==> config.mk <==
export PLATFORM = sky130hd
export DESIGN_NAME = fwrl_queue
export DESIGN_NICKNAME = d
export VERILOG_FILES = /design/src/fwrl_pkg.sv /design/src/fwrl_queue.sv
export SDC_FILE = /design/constraint.sdc
export NUM_CORES = 1
export LEC_CHECK = 0
export BUFFER_PORTS_ARGS = -buffer_cell sky130_fd_sc_hd__buf_2
export CAP_MARGIN = 20
export CELL_PAD_IN_SITES_DETAIL_PLACEMENT = 1
export CELL_PAD_IN_SITES_GLOBAL_PLACEMENT = 1
export CORE_UTILIZATION = 35
export CTS_CLUSTER_SIZE = 16
export DETAILED_ROUTE_END_ITERATION = 12
export GPL_ROUTABILITY_DRIVEN = 0
export PLACE_DENSITY = 0.71
export SYNTH_ARGS = -nofsm -noshare
export SYNTH_HDL_FRONTEND = slang
export SYNTH_SLANG_ARGS = --single-unit
==> constraint.sdc <==
create_clock -name clk -period 4.1 [get_ports clk]
set_input_delay 0.615 -clock clk [delete_from_list [all_inputs] [get_ports clk]]
set_output_delay 0.615 -clock clk [all_outputs]
set_load 0.1 [all_outputs]
==> src/fwrl_pkg.sv <==
`timescale 1ns / 1ps
// Shared types, constants and helper functions for the fixed-window rate limiter.
// Depends on nothing; every other file of the block imports it.
package fwrl_pkg;

	localparam int NUM_CLIENTS    = 64;
	localparam int NUM_OPERATIONS = 6;
	localparam int NUM_BUCKETS    = NUM_CLIENTS * NUM_OPERATIONS;
	localparam int BKT_W          = $clog2(NUM_BUCKETS);
	localparam int OP_IDX_W       = (NUM_OPERATIONS > 1) ? $clog2(NUM_OPERATIONS) : 1;

	localparam int CLIENT_W = 6;
	localparam int OP_W     = 3;
	localparam int TIME_W   = 48;
	localparam int CNT_W    = 48;
	localparam int REQ_W    = 16;
	localparam int WIN_W    = 32;
	localparam int ADDR_W   = 3;
	localparam int DATA_W   = 32;

	localparam int QUEUE_DEPTH = 2;
	localparam int QPTR_W      = (QUEUE_DEPTH > 1) ? $clog2(QUEUE_DEPTH) : 1;

	localparam logic [REQ_W-1:0] MIN_REQUESTS   = REQ_W'(1);
	localparam logic [WIN_W-1:0] MIN_WINDOW     = WIN_W'(1000);
	localparam logic [REQ_W-1:0] RESET_REQUESTS = REQ_W'(60);
	localparam logic [WIN_W-1:0] RESET_WINDOW   = WIN_W'(60000);

	// Register select, taken from address bit 2.
	localparam logic REG_MAX_REQUESTS = 1'b0;
	localparam logic REG_WINDOW_MS    = 1'b1;

	// One queued request after classification.
	typedef struct packed {
		logic                bad;
		logic [BKT_W-1:0]    bucket;
		logic [OP_IDX_W-1:0] op;
		logic [TIME_W-1:0]   now;
	} req_t;

	// One bucket memory entry.
	typedef struct packed {
		logic              valid;
		logic [TIME_W-1:0] start;
		logic [REQ_W-1:0]  count;
	} bucket_t;

	// One result as driven onto the output ports.
	typedef struct packed {
		logic             accepted;
		logic [WIN_W-1:0] retry;
		logic [CNT_W-1:0] op_acc;
		logic [CNT_W-1:0] op_rej;
		logic [CNT_W-1:0] all_acc;
		logic [CNT_W-1:0] all_rej;
	} result_t;

	typedef enum logic [1:0] {
		B_IDLE,
		B_DIFF,
		B_DEC,
		B_WB
	} back_state_t;

	function automatic logic [CNT_W-1:0] sat_inc(input logic [CNT_W-1:0] v);
		return (&v) ? v : v + CNT_W'(1);
	endfunction

endpackage

==> src/fwrl_queue.sv <==
`timescale 1ns / 1ps
// Short request queue between the front end and the back end.
// Depends on fwrl_pkg.
module fwrl_queue (
	input  logic           clk,
	input  logic           arst_n,
	input  logic           push,
	input  fwrl_pkg::req_t push_data,
	input  logic           pop,
	output logic           full,
	output logic           empty,
	output fwrl_pkg::req_t head
);
	import fwrl_pkg::*;

	req_t              slot_q [QUEUE_DEPTH];
	logic [QPTR_W-1:0] wr_ptr_q;
	logic [QPTR_W-1:0] rd_ptr_q;
	logic [QPTR_W:0]   cnt_q;

	assign full  = (cnt_q == (QPTR_W+1)'(QUEUE_DEPTH));
	assign empty = (cnt_q == '0);
	assign head  = slot_q[rd_ptr_q];

	always_ff @(posedge clk) begin
		if (push) begin
			slot_q[wr_ptr_q] <= push_data;
		end
	end

	always_ff @(posedge clk or negedge arst_n) begin
		if (!arst_n) begin
			wr_ptr_q <= '0;
			rd_ptr_q <= '0;
			cnt_q    <= '0;
		end else begin
			if (push) begin
				wr_ptr_q <= (wr_ptr_q == QPTR_W'(QUEUE_DEPTH - 1)) ? '0 : wr_ptr_q + 1'b1;
			end
			if (pop) begin
				rd_ptr_q <= (rd_ptr_q == QPTR_W'(QUEUE_DEPTH - 1)) ? '0 : rd_ptr_q + 1'b1;
			end
			if (push && !pop) begin
				cnt_q <= cnt_q + 1'b1;
			end else if (pop && !push) begin
				cnt_q <= cnt_q - 1'b1;
			end
		end
	end

endmodule

Yosys cells after proc, flatten, opt, wreduce, memory -nomap -nowiden
Memory sizes are Yosys's and may differ from the RTL's.
Index checks and enable logic that the tools add are counted.

operators by class
  muxes and demuxes = 6
  add/sub/neg operators = 4
  reductions and logical operators = 6
  equality and inequality tests = 1

operators with widths
  cell                 count
  $mux 1               4
  $mux 2               2
  $add 1x1->1 const B  2
  $add 2x1->2 const B  1
  $eq 2x2->1 const B   1
  $logic_and 1x1->1    2
  $logic_not 1->1      2
  $logic_not 2->1      1
  $reduce_bool 2->1    1
  $sub 2x1->2 const B  1

storage, ports and cells
  word-level logic and storage cells = 21
  bits in writable memories = 122
  output and inout port bits = 63
  memories = 1
  input port bits = 65
  register bits = 4

memory list
  name    words  bits a word  read ports  clocked after memory_dff  wr ports  RTL line          RTL
  slot_q  2      61           1           0                         1         fwrl_queue.sv:16  req_t slot_q [QUEUE_DEPTH];

Depth between registers and ports, before layout
  depth in word-level cells = 4
  depth in mapped cells = 5
  gate-level depth less buffers = 5

Least setup slack after synthesis
No wires, ideal clock.

  path kind = input to register
  from = in push
  to = mem slot_q[0][0] (netlist bit), enable pin
  arrival time = 3.301 ns
  stages on the path = 1
  path slack = 0.311 ns
  library setup time = 0.487 ns
  required time = 3.613 ns
  path buffers = 0
  cells stage by stage = nor2b_1

between the ends
  cells in the longest elaborated chain, start to end = 2

RTL lines
  item                          RTL line          RTL
  start, declared               fwrl_queue.sv:7   input logic push,
  $mux 1                        fwrl_queue.sv:26  if (push) begin
  $mux 1 (not written as such)  fwrl_queue.sv:27  slot_q[wr_ptr_q] <= push_data;
  end, declared                 fwrl_queue.sv:16

Every way passes these cells.

==> run metrics <==
Total Routing Usage GR 0.129; Post-DP HPWL 5.78 mm; worst setup margin 1.30 ns; measured slew at the worst slew-check pin slightly below 1 ns; Rel. slew slack 0.347; Syn Area/Cell about 24 um2; Vias around 2.3k; nets around 410; Seq cells post-synth approximately 130; Final Non-Filler Cells 537; DRC 0; WP buf/inv 2; slowest cell delay on critical path 0.77 ns; setup bufs post-CTS 0; clock tree from TritonCTS done; Die Y-Extent roughly 120 um; mapped cell area roughly 5000 um2; outcome completed; # IOs roughly 130; first-pass GRT wire length between 10 and 15 mm; Max Cap Viol 0; drt initial violations roughly 150; Hold Crit Class input port to flip-flop; hold_buf cts 1; P&R area growth vs syn 26.4%; Root Buffer clkbuf_16; DR pass1 iterations 3; Slowest-stage cell, CP dfrtp_4; I/O Buffers roughly 130; Post-Place Cells roughly 500; syn_nets roughly 270; CP Class flip-flop to output port; ANT nets after route 0; Req. time, crit path between 3 and 4 ns; Arr. time, crit path 2.19 ns; core footprint 13,500 um2; global route overflow 0; clock tree sinks around 130; DRT Wirelength ~8.7 mm; yosys warns 0; share of cells above drive strength 1 0.607; Total Neg Setup Slack 0 ns; die span in x 120 um; diode count 0; vias in the first global route approximately 2.6k; final core utilization 0.459; Starting Density 0.363; crit path time final 2.80 ns; wire per inst around 16 um; Inserted Clock Buffers 17; Yosys cell types 13; crit share post-route 0.683; Max clock buf depth 2; cell count after synthesis about 210; CP Launch Type flip-flop; fmax 357 MHz; cell family with most CP delay flip-flops; Resized cells post-CTS 0; Seq/Total Area, Yosys 0.770; die area ~14,000 um2; Clk Latency, worst-skew pair 0.41 ns; CTS clk-pin slew, worst paths ~0.06 ns; Worst Setup End Kind output port; # H-tree levels 4; pin count of the biggest net entering global routing slightly above 60; Fin. Hold Viols 0; Final Skew approximately 0.0075 ns; Rows 42; unrepaired setup endpoints after global routing false; CP Max Fanout 36; final setup fails 0; initial antenna violation count 0; Max Slew Vio Count 0; CP Cell Sequence buf_16 > mux2_2 > buf_2; Post-Place Worst Slack around 1.7 ns; vias per cell approximately 4.4
cells in the final DEF, fill, tap and decap left out, types with 2 or more instances in the layout:
cell type / synthesis / routed
buf_2: 0 / 127
clkbuf_1: 0 / 5
clkbuf_16: 0 / 17
clkinv_2: 0 / 9
dfrtp_1: 4 / 3
edfxtp_1: 122 / 122
mux2_2: 2 / 2
mux2_4: 59 / 59
nor2_1: 2 / 2
xor2_1: 4 / 4
logic make-up after synthesis:
| group | share of synthesized area |
|---|---|
| xor+xnor | 0.00896 |
| fa+ha+maj | 0.00256 |
| buf+inv | 0.0276 |
| flops | 0.770 |
| mux | 0.186 |
| simple gates | 0.00537 |
sequential cells by signal (all words and copies together) (netlist names):
register  cells
cnt_q         2
rd_ptr_q      1
slot_q      122
wr_ptr_q      1
layer usage:
| metal | wire length (um) | part of all wire | vias up | GRT usage |
|---|---|---|---|---|
| met5 | 0 | 0 | - | 0 |
| met4 | 164 | 0.019 | 0 | 0.0656 |
| met3 | 530 | 0.061 | 13 | 0.0519 |
| met2 | 4350 | 0.50 | 83 | 0.208 |
| met1 | 3630 | 0.42 | 1154 | 0.149 |
| li1 | - | - | 1098 | - |
stage by stage:
stage               hold slack [ns]  area (um2)
global route                  0.364        6180
global placement              0.423        5650
finish                        0.393        6180
floorplan                     0.319        4890
CTS                           0.367        6180
detailed placement            0.428        5680
synth_stat cells (all sizes together):
master | count | share of area
edfxtp | 122 | 0.75
mux2 | 61 | 0.19
buf | 7 | 0.027
dfrtp | 4 | 0.020
xor2 | 4 | 0.0072
nor2 | 2 | 0.0015
nor2b | 2 | 0.0026
and2 | 1 | 0.0013
ha | 1 | 0.0026
inv | 1 | 0.00077
xnor2 | 1 | 0.0018
area by class of cell:
type,count,area [um2]
fillers,1334,7270
flip-flops and latches,126,3770
multi-input cells,72,1000
repair buffers,130,693
clock buffers,22,444
well taps,176,220
clock inverters,10,48.8
inverters,1,3.75
path summary, 6_finish.rpt:
kind                          startpoint       endpoint  cells after the start  slack [ns]
setup / recovery                rd_ptr_q       head[40]                      3        1.30
hold / removal             push_data[29]  slot_q[1][29]                      1        0.39
setup reg to reg                wr_ptr_q  slot_q[0][50]                      2        2.26
hold reg to reg                 cnt_q[1]       cnt_q[1]                      1        0.50
max in group asynchronous         arst_n       rd_ptr_q                      2        3.43
min in group asynchronous         arst_n       cnt_q[1]                      2        0.54
Power is not shown: default switching activity piles up to over one toggle a cycle in this logic, so the estimate is an artifact.
