`config.mk`:
```
export PLATFORM = sky130hd
export DESIGN_NAME = fwrl_front
export DESIGN_NICKNAME = d
export VERILOG_FILES = /design/src/fwrl_pkg.sv /design/src/fwrl_front.sv
export SDC_FILE = /design/constraint.sdc
export NUM_CORES = 1
export LEC_CHECK = 0
export ABC_AREA = 1
export ABC_CLOCK_PERIOD_IN_PS = 2000
export BUFFER_PORTS_ARGS = -buffer_cell sky130_fd_sc_hd__buf_2
export CORE_MARGIN = 5
export CORE_UTILIZATION = 32
export DETAILED_ROUTE_END_ITERATION = 8
export PLACE_DENSITY = 0.84
export SLEW_MARGIN = 20
export SYNTH_ARGS = -nofsm -noshare
export SYNTH_HDL_FRONTEND = slang
export SYNTH_SLANG_ARGS = --single-unit
```
`constraint.sdc`:
```
create_clock -name vclk -period 2
set_clock_uncertainty 0.15 [all_clocks]
set_input_delay 0.1 -clock vclk [all_inputs]
set_output_delay 0.1 -clock vclk [all_outputs]
set_load 0.02 [all_outputs]
```
`src/fwrl_pkg.sv`:
```
`timescale 1ns / 1ps
// Shared types, constants and helper functions for the fixed-window rate limiter.
// Depends on nothing; every other file of the block imports it.
package fwrl_pkg;

	localparam int NUM_CLIENTS    = 64;
	localparam int NUM_OPERATIONS = 6;
	localparam int NUM_BUCKETS    = NUM_CLIENTS * NUM_OPERATIONS;
	localparam int BKT_W          = $clog2(NUM_BUCKETS);
	localparam int OP_IDX_W       = (NUM_OPERATIONS > 1) ? $clog2(NUM_OPERATIONS) : 1;

	localparam int CLIENT_W = 6;
	localparam int OP_W     = 3;
	localparam int TIME_W   = 48;
	localparam int CNT_W    = 48;
	localparam int REQ_W    = 16;
	localparam int WIN_W    = 32;
	localparam int ADDR_W   = 3;
	localparam int DATA_W   = 32;

	localparam int QUEUE_DEPTH = 2;
	localparam int QPTR_W      = (QUEUE_DEPTH > 1) ? $clog2(QUEUE_DEPTH) : 1;

	localparam logic [REQ_W-1:0] MIN_REQUESTS   = REQ_W'(1);
	localparam logic [WIN_W-1:0] MIN_WINDOW     = WIN_W'(1000);
	localparam logic [REQ_W-1:0] RESET_REQUESTS = REQ_W'(60);
	localparam logic [WIN_W-1:0] RESET_WINDOW   = WIN_W'(60000);

	// Register select, taken from address bit 2.
	localparam logic REG_MAX_REQUESTS = 1'b0;
	localparam logic REG_WINDOW_MS    = 1'b1;

	// One queued request after classification.
	typedef struct packed {
		logic                bad;
		logic [BKT_W-1:0]    bucket;
		logic [OP_IDX_W-1:0] op;
		logic [TIME_W-1:0]   now;
	} req_t;

	// One bucket memory entry.
	typedef struct packed {
		logic              valid;
		logic [TIME_W-1:0] start;
		logic [REQ_W-1:0]  count;
	} bucket_t;

	// One result as driven onto the output ports.
	typedef struct packed {
		logic             accepted;
		logic [WIN_W-1:0] retry;
		logic [CNT_W-1:0] op_acc;
		logic [CNT_W-1:0] op_rej;
		logic [CNT_W-1:0] all_acc;
		logic [CNT_W-1:0] all_rej;
	} result_t;

	typedef enum logic [1:0] {
		B_IDLE,
		B_DIFF,
		B_DEC,
		B_WB
	} back_state_t;

	function automatic logic [CNT_W-1:0] sat_inc(input logic [CNT_W-1:0] v);
		return (&v) ? v : v + CNT_W'(1);
	endfunction

endpackage

```
`src/fwrl_front.sv`:
```
`timescale 1ns / 1ps
// Front end: takes a request, checks its indices and forms the bucket address.
// Depends on fwrl_pkg.
module fwrl_front (
	input  logic                          start,
	input  logic [fwrl_pkg::CLIENT_W-1:0] client_index,
	input  logic [fwrl_pkg::OP_W-1:0]     operation,
	input  logic [fwrl_pkg::TIME_W-1:0]   now_ms,
	input  logic                          q_full,
	input  logic                          clearing,
	output logic                          busy,
	output logic                          push,
	output fwrl_pkg::req_t                push_data
);
	import fwrl_pkg::*;

	logic in_range;

	assign busy     = q_full || clearing;
	assign push     = start && !busy;
	assign in_range = (32'(client_index) < NUM_CLIENTS) && (32'(operation) < NUM_OPERATIONS);

	// Out-of-range requests carry address zero so that no read leaves the memory.
	always_comb begin
		push_data.bad = !in_range;
		push_data.now = now_ms;
		if (in_range) begin
			push_data.bucket = BKT_W'(32'(client_index) * NUM_OPERATIONS + 32'(operation));
			push_data.op     = OP_IDX_W'(operation);
		end else begin
			push_data.bucket = '0;
			push_data.op     = '0;
		end
	end

endmodule

```
# ---- After elaboration in Yosys (flattened, before gate mapping)
# Index checks and enable logic that the tools add are counted.
dict set report classes {
  addsub 1
  mul 1
  order_cmp 1
  n_mux 1
  n_reduce_logical 4
}
# cell count
set ops {}
lappend ops {{12-bit 2-to-1 mux} 1}
lappend ops {{9-bit by 3-bit adder with 9-bit output} 1}
lappend ops {{6-bit by 2-bit multiplier with 8-bit output, second input constant} 1}
lappend ops {{3-bit < comparator, second input constant} 1}
lappend ops {{1-bit logical NOT} 2}
lappend ops {{1-bit logical AND} 1}
lappend ops {{1-bit logical OR} 1}
dict set report word_totals {
  ff_bits 0
  in_bits 60
  output_inout_bits 63
}

# ---- Depth between registers and ports, before layout
# Gate-level depths: netlist of the first run.
dict set report logic_depth {
  ltp_word 3
  mapped_depth 12
  ltp_nobuf 12
}

# ---- Least setup slack after synthesis of the first run
# OpenSTA, ideal clock, no wires.
dict set report synth_timing {
  path_kind {input to output}
  startpoint {input port client_index[0] (netlist bit)}
  endpoint {output port push_data[59] (netlist bit)}
  arrival_time_ns 1.603
  path_slack_ns 0.147
  cell_stages 10
  n_path_buf 0
  cell_sequence {ha_1 > inv_1 > fa_1 > inv_1 > nand2_1 > nor2_1 > nand3_1 > nor2_2 > a21oi_1 > nor2_1}
}
# item line
set synth_rtl {}
lappend synth_rtl {{from (decl)} fwrl_front.sv:6} ;# input logic [fwrl_pkg::CLIENT_W-1:0] client_index,
lappend synth_rtl {{to (decl)} fwrl_front.sv:13} ;# output fwrl_pkg::req_t push_data

==> results.md, run 1 <==
* Status: completed
* Yosys warns at 0
* First-pass GRT wire length at between 2000 and 2500 um
* Die height at 62.2 um
* GR Util met1 at around 6.0%
* 1st-iter DRT viols at 7
* Worst VDD drop at slightly above 0.0001 V
* First-pass iteration count of the detailed router at 4
* Layer with the highest usage: met2
* Synth Instances at roughly 140
* Drc violations at 0
* Site row count at 19
* Achievable frequency at 520 MHz
* Slew Limit Headroom at between 80% and 90%
* Cell area after synthesis at just under 900 um^2
* Worst path slowest cell: fa_2
* Initial antenna violation count at 0
* Max cap viols at 0
* Register area at 0 um^2
* Worst Slack Setup Final at approximately 0.077 ns
* Final HPWL DP at roughly 1200 um
* CP Cell Sequence: buf_8 > ha_4 > inv_2 > fa_2 > inv_2 > nand2_2 > nor2_2 > nand3_2 > nor2_4 > nand3_2 > nand2_1 > nor2_1 > buf_4
* PD cells at around 340 mW/mm^2
* Routed vias/inst at around 4.5
* Period utilisation layout at a little over nine tenths
* Register area share after synthesis at 0%
* Leakage power at 0.446 nW
* Clock buffer cells at 0
* Filler Cell Count at roughly 310
* Post-synth top area cell: buf_4
* Die area at between 0.003 and 0.004 mm^2
* Layout Nets at approximately 190
* Met2 usage in global routing at about 11%
* Grt total ovfl at 0
* Seq_cells at 0
* Sw Pwr at between 0.15 and 0.2 mW
* Hold Violations, Final at 0
* Via Count at 680
* Initial Util at 32.5%
* Placer Congestion at roughly 0.81
* Critical path data arrival time at around 1.7 ns
* Power share of the clock group at 0%
* Synthesized Nets at approximately 210
* Final Slew Violations at 0
* RSZ-0062 raised after global routing: true
* Crit Path Max Fanout at 4
* Minimum clock period at about 1.9 ns
* Final setup violation count at 0
* Multi-input logic area at around 470 um^2
* Worst Hold Class: in -> out
* Post-synth top area share at approximately 42%
* Netlist cell types at 17
* Setup WS pre-CTS at around 0.011 ns
* Worst Path Class, Setup: in -> out
* Post-DP Area at approximately 710 um^2
* IO Port Bufs at 27
* Largest net degree at the start of global routing at 8
* Post-CTS Setup Inserts at 0
* Int Pwr at 0.102 mW
* Met3 usage at roughly 2.2%
* Area contributors post-synth: buf_4 (42%), ha_1 (11%), inv_1 (8.2%)
* I/O Pins at 123
* Detail Route Antenna Nets at 0
* Power Total at 0.259 mW
* Syn_area_per_cell at ~6.3 um^2
* Sw Ratio at a little over 60%
* Vias in the first global route at 554
* Critical path capture point type: output port
* Worst slew pin tran at 0.206 ns
* Ratio of cells with drive above 1 in the final layout at between 40% and 50%
* Die Wd at roughly 62 um
* Total GRT Usage at between 5 and 6%
* Synth-to-Final Area Change at -11.8%
* Crit-path max cell delay at roughly 0.47 ns
* Startpoint Class: primary input
* Post-synth top cells: buf_4 (49), inv_1 (19), nand2_1 (14)
* Total Wirelength at 1490 um
* Design area at around 770 um^2
* Most frequent cell after synthesis: buf_4
* Sequential power share at 0%
* Ant. Diodes at 0
* CP Data Required Time at 1.75 ns
* Core area at 0.00269 mm^2
* Routed len/inst at roughly 9.9 um
* Comb power frac at 100.0%
==> timing repair <==
item                                    in CTS  in global routing
resized for setup                            0                 20
endpoints found under the hold margin        0                  0
hold buffers                                 0                  0
endpoints found under the setup margin       0                  4
==> worst max-delay path, delay by kind of cell <==
| family | cells | cell delay, ns |
|---|---|---|
| buffers and inverters | 4 | 0.38 |
| adder cells (fa/ha/maj) | 2 | 0.62 |
| AND/OR/NAND/NOR | 7 | 0.59 |
==> area by class of cell <==
type	instances	area share, %
repair buffers	31	24.2
multi-input cells	70	61.5
inverters	19	9.27
well taps	31	5.04
==> cell usage in the layout, fill, tap and decap left out <==
| cell | count |
|---|---|
| a21o_1 | 1 |
| a21oi_1 | 8 |
| and2_0 | 1 |
| buf_2 | 23 |
| buf_4 | 6 |
| buf_6 | 1 |
| buf_8 | 1 |
| fa_2 | 2 |
| ha_1 | 7 |
| ha_4 | 1 |
| inv_1 | 16 |
| inv_2 | 3 |
| nand2_1 | 12 |
| nand2_2 | 6 |
| nand3_1 | 8 |
| nand3_2 | 3 |
| nor2_1 | 11 |
| nor2_2 | 1 |
| nor2_4 | 1 |
| nor3_2 | 1 |
| o21ai_0 | 5 |
| or2_2 | 1 |
| or2_4 | 1 |
==> power by group through the flow <==
stage               combinational, mW  clock [mW]  sequential (mW)
floorplan                       0.304           0                0
global placement                0.233           0                0
detailed placement              0.237           0                0
CTS                             0.238           0                0
global route                    0.286           0                0
finish                          0.259           0                0
==> path summary, 6_finish.rpt <==
kind,start,endpoint,cells past startpoint
max,client_index[1],push_data[59],13
min,now_ms[10],push_data[10],0
==> per-stage QoR <==
stage	TNS, ns	util, %	hold slack (ns)	instances
floorplan	0	-	0.130	138
global placement	0	26.4	0.0501	151
detailed placement	0	26.4	0.0501	151
CTS	0	26.4	0.0501	151
global route	-0.0594	28.6	0.0500	151
finish	0	28.6	0.0500	151
==> kinds of logic after synthesis <==
group / share of synthesized area, %
buffers and inverters: 50.4
AND/OR/NAND/NOR: 25.3
adder cells (fa/ha/maj): 16.1
AO/OA/AOI/OAI: 8.32
==> metal layers <==
layer  vias to the layer above  share of wire, %
met5                         -                 0
met4                         0              0.27
met3                         2               9.8
met2                        30                50
met1                       302                39
li1                        346                 -
Power figures use the tool's default switching activity.
==> run 2: changes to the inputs <==
--- a/config.mk
+++ b/config.mk
@@ -6,12 +6,12 @@
 export NUM_CORES = 1
 export LEC_CHECK = 0
 export ABC_AREA = 1
-export ABC_CLOCK_PERIOD_IN_PS = 2000
+export ABC_CLOCK_PERIOD_IN_PS = 1700
 export BUFFER_PORTS_ARGS = -buffer_cell sky130_fd_sc_hd__buf_2
 export CORE_MARGIN = 5
-export CORE_UTILIZATION = 32
+export CORE_UTILIZATION = 29
 export DETAILED_ROUTE_END_ITERATION = 8
-export PLACE_DENSITY = 0.84
+export PLACE_DENSITY = 0.81
 export SLEW_MARGIN = 20
 export SYNTH_ARGS = -nofsm -noshare
 export SYNTH_HDL_FRONTEND = slang
==> constraint.sdc (replaced) <==
create_clock -name vclk -period 1.7
set_clock_uncertainty 0.15 [all_clocks]
set_input_delay 0.085 -clock vclk [all_inputs]
set_output_delay 0.085 -clock vclk [all_outputs]
set_load 0.02 [all_outputs]
==> run 2 against run 1 <==
Effect of this change: the flow now finishes with violations (setup timing); first-iteration DRC count grew 71%; critical path depth is the same; cell area rose by 16%; utilization up 2.8 points; largest power group unchanged; via count up 2.8%; sequential share of layout area is the same; total power up 47%; setup slack worse by 0.23 ns; hold slack lost 0.030 ns; combinational power increased by 47%.
==> results.md, run 2 (synthesis gave the netlist of run 1 again) <==
* Status: finished, violations left
* Failing checks: setup timing
* Seq_cells at 0 (unchanged)
* Worst slew pin tran at 0.229 ns (+0.0223 ns)
* Crit path max-delay family: adder cells
* Core area at 0.00283 mm^2 (+5.3%)
* Hold Violations, Final at 0 (unchanged)
* GR Util met1 at 7.58% (+1.6 points)
* Crit-path max cell delay at 0.49 ns (+0.02 ns)
* Placed cells at 157 (+4.0%)
* Die Wd at 64.8 um (+4.2%)
* CP dominant cell by count: nor2_2
* Slew Limit Headroom at 84.7% (-1.5 points)
* Commonest non-fill, non-tap cells in the layout: buf_2 (20), inv_1 (17), nand2_1 (13)
* Site row count at 19 (unchanged)
* Final HPWL DP at 1380 um (+14%)
* Die height at 64.8 um (+4.2%)
* Drc violations at 0 (unchanged)
* Hold_buf cts at 0 (unchanged)
* Routed len/inst at 10.2 um (+3.1%)
* Grt total ovfl at 0 (unchanged)
* 1st-iter DRT viols at 12 (+5)
* Met3 usage at 2.42% (+0.26 points)
* Ant. Diodes at 0 (unchanged)
* CP Data Required Time at 1.46 ns (-0.29 ns)
* Final Slew Violations at 0 (unchanged)
* Vias in the first global route at 692 (+25%)
* Multi-input logic area at 513 um^2 (+8.5%)
* Initial antenna violation count at 0 (unchanged)
* Final setup violation count at 5 (+5)
* WHS Endpoint: push_data[10]
* Filler Cell Count at 302 (-2.9%)
* Worst path buffer plus inverter count at 4 (unchanged)
* Leakage power at 0.502 nW (+13%)
* Achievable frequency at approximately 540 MHz
* Final Util at 31.5% (+2.8 points)
* IO Port Bufs at 27 (unchanged)
* Most common cell after layout, fill and taps aside: buf_2
* Worst Slack Setup Final at -0.153 ns (-0.230 ns)
* RSZ-0062 raised after global routing: true
* Period utilisation layout at 109%
* Post-route insts no fill at 158 (+4.6%)
* Via Count at 699 (+2.8%)
* Worst Path Class, Setup: in -> out
* Synth-to-Final Area Change at 2.15%
* Largest net degree at the start of global routing at 8 (unchanged)
* Worst path slowest cell: fa_2
* Max cap viols at 0 (unchanged)
* Routed vias/inst at 4.42 (-1.8%)
* Met2 usage in global routing at 13.9% (+2.8 points)
* Worst VDD drop at 0.0000781 V (-23%)
* First-pass iteration count of the detailed router at 4 (unchanged)
* Crit Path Max Fanout at 4 (unchanged)
* Hold Slack at 0.0200 ns (-0.0300 ns)
* Minimum clock period at between 1.5 and 2 ns
* PD cells at 427 mW/mm^2 (+27%)
* Layer with the highest usage: met2
* Initial Util at 30.8% (-1.6 points)
* Setup TNS at -0.590 ns (-0.590 ns)
* Register area at 0 um^2 (unchanged)
* I/O Pins at 123 (unchanged)
* Startpoint Class: primary input
* Detail Route Antenna Nets at 0 (unchanged)
* Layout Nets at 199 (+3.6%)
* Critical path capture point type: output port
* Worst Hold Class: in -> out
* Hold Path Cell Cnt at 0 (unchanged)
* Placer Congestion at 0.775 (-3.9%)
* Min-delay src: now_ms[10]
* Total GRT Usage at 7.44% (+1.5 points)
* CP Cell Sequence: buf_8 > ha_4 > inv_4 > fa_2 > inv_2 > nand2_4 > nor2_4 > nand3_2 > nor2_2 > nand3_1 > nand2_1 > nor2_2 > buf_6
* Ratio of cells with drive above 1 in the final layout at 48.0% (+5.5 points)
* Critical path data arrival time at 1.62 ns (-0.05 ns)
* Clock buffer cells at 0 (unchanged)
* Die area at 0.00420 mm^2 (+8.6%)
* Total Wirelength at 1610 um (+7.9%)
* First-pass GRT wire length at 2720 um (+29%)
-- run 2: cell types whose count changed in the layout (fill, tap and decap cells not counted), moves of 2 or more --
cell     previous run  this run
a21oi_1             8         6
buf_2              23        20
buf_4               6        11
buf_6               1         6
inv_2               3         1
nand2_2             6         4
nor2_1             11         9
nor2_2              1         3
o21ai_0             5         2
o21ai_1             0         2
-- run 2: through the flow --
stage | power [mW] | instance area, um^2 | setup slack (ns)
finish | 0.380 | 891 | -0.153
global route | 0.419 | 891 | -0.260
CTS | 0.349 | 843 | -0.215
detailed placement | 0.313 | 774 | -0.260
global placement | 0.305 | 774 | -0.222
floorplan | 0.366 | 893 | -0.0160
-- run 2: timing repair --
action,in CTS,in global routing
buffers inserted,1,1
pin swaps,7,7
setup endpoints to repair,5,5
resized for setup,18,14
-- run 2: area by class of cell --
cell class	count	area share, %
Multi-Input combinational cell	70	57.6
Tap cell	31	4.35
Timing Repair Buffer	38	29.8
Inverter	19	8.29
-- run 2: power breakdown --
part | leakage [nW] | internal, mW | switching [mW] | total [mW]
sequential | 0 | 0 | 0 | 0
combinational | 0.502 | 0.171 | 0.209 | 0.380
clock | 0 | 0 | 0 | 0
-- run 2: how the worst max path moves through the flow --
| stage | start | endpoint | slack (ns) | cells past startpoint |
|---|---|---|---|---|
| final | client_index[1] | push_data[59] | -0.15 | 13 |
| after global routing | client_index[1] | push_data[59] | -0.26 | 13 |
| after CTS | client_index[1] | push_data[59] | -0.21 | 13 |
| after detailed placement | client_index[0] | push_data[58] | -0.26 | 12 |
| after global placement | client_index[1] | push_data[58] | -0.22 | 10 |
| after floorplan | client_index[0] | push_data[59] | -0.02 | 10 |
-- run 2: routing by layer --
layer | vias to the layer above | wire length [um]
met5 | - | 0
met1 | 306 | 619
met3 | 8 | 172
met4 | 0 | 25
met2 | 25 | 788
li1 | 360 | -
==> run 3: changes to the inputs <==
--- a/config.mk
+++ b/config.mk
@@ -5,13 +5,11 @@
 export SDC_FILE = /design/constraint.sdc
 export NUM_CORES = 1
 export LEC_CHECK = 0
-export ABC_AREA = 1
 export ABC_CLOCK_PERIOD_IN_PS = 1700
 export BUFFER_PORTS_ARGS = -buffer_cell sky130_fd_sc_hd__buf_2
-export CORE_MARGIN = 5
 export CORE_UTILIZATION = 29
 export DETAILED_ROUTE_END_ITERATION = 8
-export PLACE_DENSITY = 0.81
+export PLACE_DENSITY = 0.8
 export SLEW_MARGIN = 20
 export SYNTH_ARGS = -nofsm -noshare
 export SYNTH_HDL_FRONTEND = slang
==> run 3 against run 2 <==
Effect of this change: hold slack is essentially flat; the flow finishes with violations (DRC, setup timing); cell area rose by 11%; cell count is 10% lower; synthesized cell count is 14% lower; sequential cell count did not move; largest power group unchanged; critical path type unchanged; highest routed layer is now met3.
==> results.md, run 3 <==
* Status: finished, violations left
* Failing checks: DRC, setup timing
* Routed len/inst at 11.7 um (+15%)
* Achievable frequency at 507 MHz (-6.1%)
* Minimum clock period at 1.97 ns (+0.119 ns)
* Met2 usage in global routing at 17.8% (+3.9 points)
* Detail Route Antenna Nets at 0 (unchanged)
* Met3 usage at 2.72% (+0.30 points)
* Critical path capture point type: output port
* CP Data Required Time at 1.46 ns (about the same)
* Leakage power at 0.456 nW (-9.3%)
* Post-Synth XOR/XNOR Area at 4.96% (+5.0 points)
* Netlist cell types at 30 (+13)
* Hold_buf cts at 0 (unchanged)
* Post-synthesis compound-gate area fraction at 12.2% (+3.9 points)
* First-pass iteration count of the detailed router at 7 (+3)
* Final HPWL DP at 1250 um (-9.2%)
* Final setup violation count at 5 (unchanged)
* Startpoint Class: primary input
* WHS Endpoint: push_data[14]
* Area contributors post-synth: buf_4 (42%), ha_1 (11%), nor2_1 (5.5%)
* Ant. Diodes at 0 (unchanged)
* Most frequent cell after synthesis: buf_4
* Cell area after synthesis at 883 um^2 (+1.3%)
* Worst Hold Class: in -> out
* Worst Slack Setup Final at -0.272 ns (-0.119 ns)
* RSZ-0062 raised after global routing: true
* Max cap viols at 0 (unchanged)
* Simple-Gate Fraction of Synth Area at 19.8% (-5.4 points)
* I/O Pins at 123 (unchanged)
* Post-route insts no fill at 142 (-10%)
* Yosys warns at 0 (unchanged)
* Hold Path Cell Cnt at 0 (unchanged)
* Filler Cell Count at 283 (-6.3%)
* Vias in the first global route at 694 (+0.29%)
* Critical path data arrival time at 1.74 ns (+0.12 ns)
* Setup WS pre-CTS at -0.430 ns (-0.170 ns)
* Synth Instances at 119 (-14%)
* First-pass GRT wire length at 2820 um (+3.8%)
* Synthesized Nets at 189 (-9.1%)
* Post-synth top area share at 41.6% (-0.54 points)
* Crit Path Max Fanout at 4 (unchanged)
* Initial antenna violation count at 0 (unchanged)
* Period utilisation layout at 116% (+7.0 points)
* Worst slew pin tran at 0.419 ns (+0.190 ns)
* Routed vias/inst at 4.70 (+6.3%)
* Total GRT Usage at 10.2% (+2.8 points)
* Post-synth top cells: buf_4 (49), nor2_1 (13), inv_1 (10)
* GR Util met1 at 11.3% (+3.8 points)
* Register area at 0 um^2 (unchanged)
* Die height at 57.2 um (-12%)
* Grt total ovfl at 0 (unchanged)
* Core area at 0.00283 mm^2 (unchanged)
* Commonest non-fill, non-tap cells in the layout: buf_2 (19), buf_4 (18), inv_1 (9)
* Setup TNS at -1.15 ns (-0.561 ns)
* Area share of fa/ha/maj cells after synthesis at 15.9% (-0.20 points)
* Final Util at 34.8% (+3.3 points)
* Mux share of post-synthesis cell area at 0% (unchanged)
* Die area at 0.00327 mm^2 (-22%)
* Layer with the highest usage: met2
* Power Total at 0.485 mW (+28%)
* Min-delay src: now_ms[14]
* Post-synth top area cell: buf_4
* Worst VDD drop at 0.0000997 V (+28%)
* Register area share after synthesis at 0% (unchanged)
* Drc violations at 7 (+7)
* Seq_cells at 0 (unchanged)
* Slew Limit Headroom at 71.8% (-13 points)
* Placer Congestion at 0.784 (+1.1%)
* Multi-input logic area at 618 um^2 (+20%)
* Largest net degree at the start of global routing at 11 (+3)
* Layout Nets at 183 (-8.0%)
* PD cells at 493 mW/mm^2 (+16%)
* Site row count at 19 (unchanged)
* 1st-iter DRT viols at 16 (+4)
* IO Port Bufs at 27 (unchanged)
* Clock buffer cells at 0 (unchanged)
* Main combinational cell family by area after synthesis: buffers and inverters
* Syn_area_per_cell at 7.42 um^2 (+17%)
* Total Wirelength at 1660 um (+3.4%)
* Initial Util at 31.2% (+0.40 points)
* Ratio of cells with drive above 1 in the final layout at 64.0% (+16 points)
* Final Slew Violations at 0 (unchanged)
* Synth-to-Final Area Change at 11.5%
* Hold Violations, Final at 0 (unchanged)
* Die Wd at 57.2 um (-12%)
* Via Count at 668 (-4.4%)
* Worst Path Class, Setup: in -> out
* Placed cells at 139 (-11%)
* Most common cell after layout, fill and taps aside: buf_2
-- run 3: cell types whose count changed in the layout (fill, tap and decap cells not counted), moves of 2 or more --
cell | previous run | this run
o21ai_1 | 2 | 0
nor2b_1 | 0 | 3
buf_6 | 6 | 4
nand3_1 | 9 | 0
buf_4 | 11 | 18
nand2_1 | 13 | 1
nand3_2 | 2 | 0
a21oi_1 | 6 | 1
inv_1 | 17 | 9
nand2_2 | 4 | 0
xnor2_2 | 0 | 2
nand4_1 | 0 | 2
-- run 3: area by class of cell --
type	count	area share (%)
multi-input combinational	59	62.8
timing repair buffer	42	29.5
tap	31	3.94
inverter	10	3.81
-- run 3: cells by family (layout without fill, tap and decap cells) --
group | Yosys count | after routing
buf+inv | 60 | 52
compound gates | 14 | 14
xor+xnor | 5 | 5
simple gates | 30 | 30
fa+ha+maj | 10 | 10
-- run 3: power breakdown --
group | switching (mW) | leakage, nW | total, mW | internal (mW)
clock network | 0 | 0 | 0 | 0
registers | 0 | 0 | 0 | 0
logic | 0.243 | 0.456 | 0.485 | 0.242
-- run 3: worst max path at each step --
stage | startpoint | to | cells past startpoint
6_report | client_index[3] | push_data[59] | 8
3_3_place_gp | client_index[0] | push_data[59] | 10
2_1_floorplan | client_index[0] | push_data[59] | 8
4_1_cts | client_index[1] | push_data[59] | 10
5_1_grt | client_index[1] | push_data[59] | 10
3_5_place_dp | client_index[0] | push_data[59] | 10
-- run 3: metal layers --
| layer | wire length [um] | vias up |
|---|---|---|
| met2 | 929 | 25 |
| li1 | - | 325 |
| met1 | 568 | 318 |
| met3 | 161 | 0 |
| met4 | 0 | 0 |
| met5 | 0 | - |
-- run 3: critical path, stage by stage --
cell      delay (ns)
buf_2           0.13
ha_1            0.33
o21ai_2         0.10
o2111a_1        0.28
or3_1           0.37
a31oi_1         0.21
nor3b_2         0.07
buf_4           0.16
-- run 3: what timing repair did --
| item | CTS | global route |
|---|---|---|
| setup endpoints to repair | 5 | 6 |
| cloned | 0 | 0 |
| gates resized for setup | 25 | 7 |
| buffers inserted | 1 | 3 |
| pin swaps | 16 | 10 |
| hold endpoints to repair | 0 | 0 |
-- run 3: metrics by stage --
stage	area, um^2	hold slack, ns
global route	985	0.0200
finish	985	0.0200
floorplan	935	0.0949
CTS	932	0.0201
detailed placement	820	0.0201
global placement	820	0.0201
